===== src/rtl/lbbt_pkg.sv =====
// Shared types and constants of the label bounding box table.
// No dependencies; every other file of the block refers to this package.
package lbbt_pkg;

   // Width of the label field on the request and response channels.
   localparam int LABEL_W = 10;

   // Width of the mode field on the request channel.
   localparam int MODE_W = 2;

   typedef enum logic [MODE_W-1:0] {
      MODE_ACCUM = 2'd0,
      MODE_QUERY = 2'd1,
      MODE_CLEAR = 2'd2
   } mode_type;

   // What the update stage asks of the rest of the pipeline for one request.
   typedef struct packed {
      logic wr_en;
      logic rsp_en;
   } ctl_type;

endpackage


===== src/rtl/lbbt_merge.sv =====
// Update stage of the label bounding box table: merges one request into a table entry
// and forms the query answer. Combinational; depends on lbbt_pkg.
module lbbt_merge #(
   parameter int COORD_BITS = 12
) (
   input  logic [lbbt_pkg::MODE_W-1:0] mode,
   input  logic                        label_nonzero,
   input  logic                        in_range,
   input  logic [3*COORD_BITS-1:0]     pos,
   input  logic [6*COORD_BITS:0]       entry_in,
   output lbbt_pkg::ctl_type           ctl,
   output logic [6*COORD_BITS:0]       entry_out,
   output logic                        found,
   output logic [6*COORD_BITS-1:0]     box_out
);

   localparam int BOX_W = 6 * COORD_BITS;

   logic              entry_valid;
   logic [BOX_W-1:0]  box_old;
   logic [BOX_W-1:0]  box_grown;
   logic [BOX_W-1:0]  box_point;

   assign entry_valid = entry_in[BOX_W];
   assign box_old     = entry_in[BOX_W-1:0];
   assign box_point   = {pos, pos};

   // The box holds the low corner x, y, z above the high corner x, y, z.
   for (genvar d = 0; d < 3; d++) begin : g_axis
      logic [COORD_BITS-1:0] p;
      logic [COORD_BITS-1:0] lo;
      logic [COORD_BITS-1:0] hi;
      assign p  = pos[(2-d)*COORD_BITS +: COORD_BITS];
      assign lo = box_old[(5-d)*COORD_BITS +: COORD_BITS];
      assign hi = box_old[(2-d)*COORD_BITS +: COORD_BITS];
      assign box_grown[(5-d)*COORD_BITS +: COORD_BITS] = (p < lo) ? p : lo;
      assign box_grown[(2-d)*COORD_BITS +: COORD_BITS] = (p > hi) ? p : hi;
   end

   always_comb begin
      ctl       = '0;
      entry_out = entry_in;
      found     = 1'b0;
      box_out   = '0;
      unique case (mode)
         lbbt_pkg::MODE_ACCUM: begin
            if (label_nonzero && in_range) begin
               ctl.wr_en = 1'b1;
               // A label without a live box starts over from this one point.
               entry_out = {1'b1, entry_valid ? box_grown : box_point};
            end
         end
         lbbt_pkg::MODE_QUERY: begin
            ctl.rsp_en = 1'b1;
            found      = in_range && entry_valid;
            box_out    = found ? box_old : '0;
         end
         lbbt_pkg::MODE_CLEAR: begin
            if (in_range) begin
               ctl.wr_en = 1'b1;
               entry_out = {1'b0, box_old};
            end
         end
         default: begin
         end
      endcase
   end

endmodule


===== config.mk =====
export PLATFORM = sky130hd
export DESIGN_NAME = lbbt_merge
export DESIGN_NICKNAME = d
export VERILOG_FILES = /design/src/rtl/lbbt_pkg.sv /design/src/rtl/lbbt_merge.sv
export SDC_FILE = /design/constraint.sdc
export NUM_CORES = 1
export LEC_CHECK = 0
export ABC_CLOCK_PERIOD_IN_PS = 7800
export CAP_MARGIN = 20
export CORE_MARGIN = 2
export CORE_UTILIZATION = 35
export DETAILED_ROUTE_END_ITERATION = 16
export DONT_BUFFER_PORTS = 1
export SYNTH_ARGS = -nofsm -noshare
export SYNTH_HDL_FRONTEND = slang
export SYNTH_SLANG_ARGS = --single-unit

===== constraint.sdc =====
create_clock -name vclk -period 7.8
set_input_delay 1.56 -clock vclk [all_inputs]
set_output_delay 1.56 -clock vclk [all_outputs]
set_load 0.05 [all_outputs]

; ---- After elaboration in Yosys (flattened, before gate mapping)
; Cells that the tools add are included.
; W data, S select, Z words.
[word_totals]
reg_bits = 0
inputBits = 113
output_inout_bits = 148
wordCells = 28
[op_classes]
n_lt_le_gt_ge = 6
n_eq_ne = 2
n_mux = 17
reduce_logical = 3
[ops]
columns = operator, count
row1 = $mux W72, 3
row2 = $mux W73, 2
row3 = $pmux W73 S2, 1
row4 = $mux W12, 6
row5 = $gt A12 B12 Y1, 3
row6 = $lt A12 B12 Y1, 3
row7 = $mux W1, 4
row8 = $eq A2 B1 Y1 const B, 1
row9 = $eq A2 B2 Y1 const B, 1
row10 = $logic_and A1 B1 Y1, 2
row11 = $logic_not A2 Y1, 1
row12 = $pmux W1 S2, 1

; ---- Logic depth before layout (Yosys ltp)
[logic_depth]
ltp_word = 5
mapped_depth = 8
depth_no_buf = 7

; ---- Worst setup path after synthesis
; No wires, ideal clock.
[synth_timing]
kind = input to output
startpoint = input mode[0] in the netlist's numbering
endpoint = output box_out[62]
t_arrival_ns = 3.896
setup_slack_ns = 2.344
stages = 5
path_buffers = 2
cell_sequence = nor2b_1 > and3_1 > clkbuf_1 > clkbuf_1 > and2_1
[synth_between]
elab_chain_cells = 2
[synth_rtl]
columns = item, line
row1 = "start, declared", lbbt_merge.sv:6  ; input logic [lbbt_pkg::MODE_W-1:0] mode,
row2 = $eq A2 B1 Y1, lbbt_merge.sv:45  ; unique case (mode)
row3 = $mux W72, lbbt_merge.sv:45
row4 = "end, declared", lbbt_merge.sv:14  ; output logic [6*COORD_BITS-1:0] box_out
; Every way passes these cells.

; ---- Final worst setup path
[layout_timing]
startpoint = input in_range
endpoint = output entry_out[49]
[layout_between]
elab_chain_cells = 3
[layout_rtl]
columns = item, line
row1 = "start, declared", lbbt_merge.sv:8  ; input logic in_range,
row2 = $logic_and A1 B1 Y1, lbbt_merge.sv:47  ; if (label_nonzero && in_range) begin
row3 = $mux W73, lbbt_merge.sv:47
row4 = $pmux W73 S2, lbbt_merge.sv:45
row5 = "end, declared", lbbt_merge.sv:12  ; output logic [6*COORD_BITS:0] entry_out,
; Every way passes these cells.

==> metrics.json <==
{
  "outcome": {
    "status": "finished, final reports clean"
  },
  "floorplan": {
    "placementRows": 41,
    "design.die.area_um2": 13800,
    "top_level_ports": 261,
    "die_height_um": 117,
    "die_w_um": 117,
    "start_util": 0.357,
    "floorplan.core_area_um2": 12600
  },
  "synth": {
    "yosys-top-cells-area": "ha_1 19%, and2_1 10%, mux2_4 6.7%",
    "synth.yosys.seq_area_share": 0,
    "syn-num-nets": 812,
    "syn-cell-area_um2": 4510,
    "synth_cell_type_count": 52,
    "yosys_warnings": 0,
    "yosysTopAreaCellShare": 0.192,
    "synth_area_leader_cell": "ha_1",
    "syn_area_per_cell_um2": 7.15,
    "synthCells": 630
  },
  "clock_tree": {
    "cts.hold.buffers_added": 0,
    "ctsResizeCount": 0,
    "post_cts_buffers": 0
  },
  "job": {
    "cap_viol_max_count": 0
  },
  "power": {
    "power-per-cell-area_nw_per_um2": 74.1,
    "static-leakage-power_nw": 1.96,
    "ir_drop_v": 0.0000297,
    "total_power_uw": 341
  },
  "placed_design": {
    "detailedPlacementHpwl_um": 11500,
    "buffer_ports.inserted": 0,
    "place_inst": 760,
    "placedInstanceArea_um2": 4570,
    "routability_congestion": 0.838,
    "detailedPlace.worstSlack_ns": 2.23
  },
  "worst_hold_path": {
    "hold-path-cell-count": 1,
    "worst_hold_path_type": "in -> out",
    "hold_end": "entry_out[54]",
    "worst_hold_startpoint": "entry_in[54]"
  },
  "drt": {
    "post_drt_wl_per_cell_um": 19.3,
    "final_antenna_net_count": 0,
    "detail_route.drc_violations": 0,
    "drt-total-wl_um": 14700,
    "drtIter0Drc": 416,
    "drt_first_pass_iters": 5,
    "route.vias.total": 4825,
    "vias_per_cell": 6.33
  },
  "timing": {
    "slew_headroom": 0.252,
    "setup_viol": 0,
    "max_freq_mhz": 179,
    "report.final.hold_viol_count": 0,
    "timing.final.ws_setup_ns": 2.21,
    "max_slew_violation_total_from_the_final_report": 0,
    "worst-slew-pin-transition_ns": 1.12,
    "finalCritPeriodShare": 0.716,
    "totalNegativeSetupSlack_ns": 0,
    "grt_setup_unrepaired": "false",
    "min_period_ns": 5.59
  },
  "grt": {
    "first_pass_grt_wire_length_um": 22500,
    "grt.met1_usage": 0.240,
    "grt_start_max_net_pins": 115,
    "grt.total_usage": 0.190,
    "initial_antenna_violation_count": 0,
    "via_count_of_the_first_global_routing_pass": 4390,
    "grt_util_met3": 0.0262,
    "grt.busiest_layer": "met2",
    "grt.met2_usage": 0.344,
    "overflow": 0
  },
  "layout": {
    "nFlopsAndLatches": 0,
    "antenna_diode_count": 0,
    "drive_gt1_frac": 0.100,
    "flow.area_growth_from_synthesis_pct": 2.22,
    "final_standard_cell_count_with_taps_included_and_fillers_excluded": 762,
    "final-seq-area_um2": 0,
    "numnets_final": 774,
    "clock_buffer_count": 0,
    "filler_cell_count": 1324,
    "finalInstanceArea_um2": 4610,
    "multi_input_comb_area_um2": 4020
  },
  "worst_setup_path": {
    "critPathLaunchType": "input port",
    "worst_ep_arrival_time_ns": 4.03,
    "timing.critical_path.fanout_max": 17,
    "path_class": "in -> out",
    "worstPathRequired_ns": 6.24,
    "endpoint_type_of_the_worst_setup_path": "output port"
  }
}
==> layer usage <==
layer  vias to the layer above  part of all wire
met5                         -                 0
met1                      2300              0.41
met4                         0             0.018
met3                        26             0.067
met2                       211              0.50
li1                       2288                 -
==> final cells by class <==
cell class                 count  area share
multi-input combinational    507       0.873
tap                          172      0.0467
inverter                      72      0.0587
timing repair buffer          11      0.0215
==> power by group <==
group | internal [mW] | leakage, nW | total, mW | switching [mW]
combinational | 0.0913 | 1.96 | 0.341 | 0.250
sequential | 0 | 0 | 0 | 0
clock | 0 | 0 | 0 | 0
total | 0.0913 | 1.96 | 0.341 | 0.250
==> per-stage QoR <==
| stage | util | hold slack, ns |
|---|---|---|
| after floorplan | - | 3.30 |
| after global placement | 0.362 | 3.34 |
| after detailed placement | 0.362 | 3.34 |
| after CTS | 0.362 | 3.34 |
| after global routing | 0.365 | 3.34 |
| final | 0.365 | 3.34 |
==> worst max-delay path: stages <==
cell and delay, ns:
nor2b_1 0.26, nand3b_1 0.66, buf_4 0.47, a221o_1 0.56, mux2_2 0.51
==> cells by family after synthesis <==
logic type / Yosys count / synth area share
AO/OA/AOI/OAI: 136 / 0.244
adder cells (fa/ha/maj): 69 / 0.192
buffers and inverters: 123 / 0.109
multiplexers: 36 / 0.107
AND/OR/NAND/NOR: 266 / 0.348
==> worst max path at each step <==
stage	start	end	slack, ns	depth (start not counted)
2_1_floorplan	mode[0]	box_out[62]	2.34	5
3_3_place_gp	in_range	entry_out[48]	2.30	5
3_5_place_dp	in_range	entry_out[49]	2.23	5
4_1_cts	in_range	entry_out[49]	2.22	5
5_1_grt	in_range	entry_out[49]	2.08	5
6_report	in_range	entry_out[49]	2.21	5
==> synth_stat cells, types with 5 or more instances <==
| library cell | instances |
|---|---|
| nor2b_1 | 5 |
| clkbuf_1 | 39 |
| o21a_1 | 5 |
| nand4b_1 | 12 |
| inv_1 | 72 |
| nor2_1 | 41 |
| a311oi_1 | 33 |
| buf_1 | 5 |
| nand3_1 | 30 |
| nor3b_1 | 34 |
| nand2_1 | 18 |
| o2111ai_1 | 25 |
| a21oi_1 | 18 |
| buf_2 | 5 |
| mux2_4 | 20 |
| and2_1 | 75 |
| mux2_2 | 16 |
| ha_1 | 69 |
| nor3_1 | 5 |
| a21o_1 | 8 |
| o211ai_1 | 16 |
| o21ai_0 | 7 |
| nand4_1 | 31 |
==> cell usage in the layout, fill, tap and decap left out, types with 2 or more instances in the layout <==
cell type  synthesis  final
a211oi_1           3      2
inv_1             72     72
nor2b_1            5      5
mux2_4            20     20
nand2b_1           2      2
mux2_2            16     16
nand4b_1          12     12
or2_2              2      2
a21oi_1           18     18
and3_1             3      2
nand4_1           31     31
nor3_1             5      5
nor2_1            41     41
o211ai_1          16     16
a221o_1            2      2
nand3_1           30     30
and4_1             3      3
o21a_1             5      5
o2111ai_1         25     25
nand2_1           18     18
o21ai_0            7      7
a221oi_1           3      3
a311oi_1          33     33
a21o_1             8      8
and2_1            75     75
a21boi_0           2      2
buf_4              0      9
ha_1              69     69
nor3b_1           34     34
No activity file was read; power rests on OpenSTA's default activity.
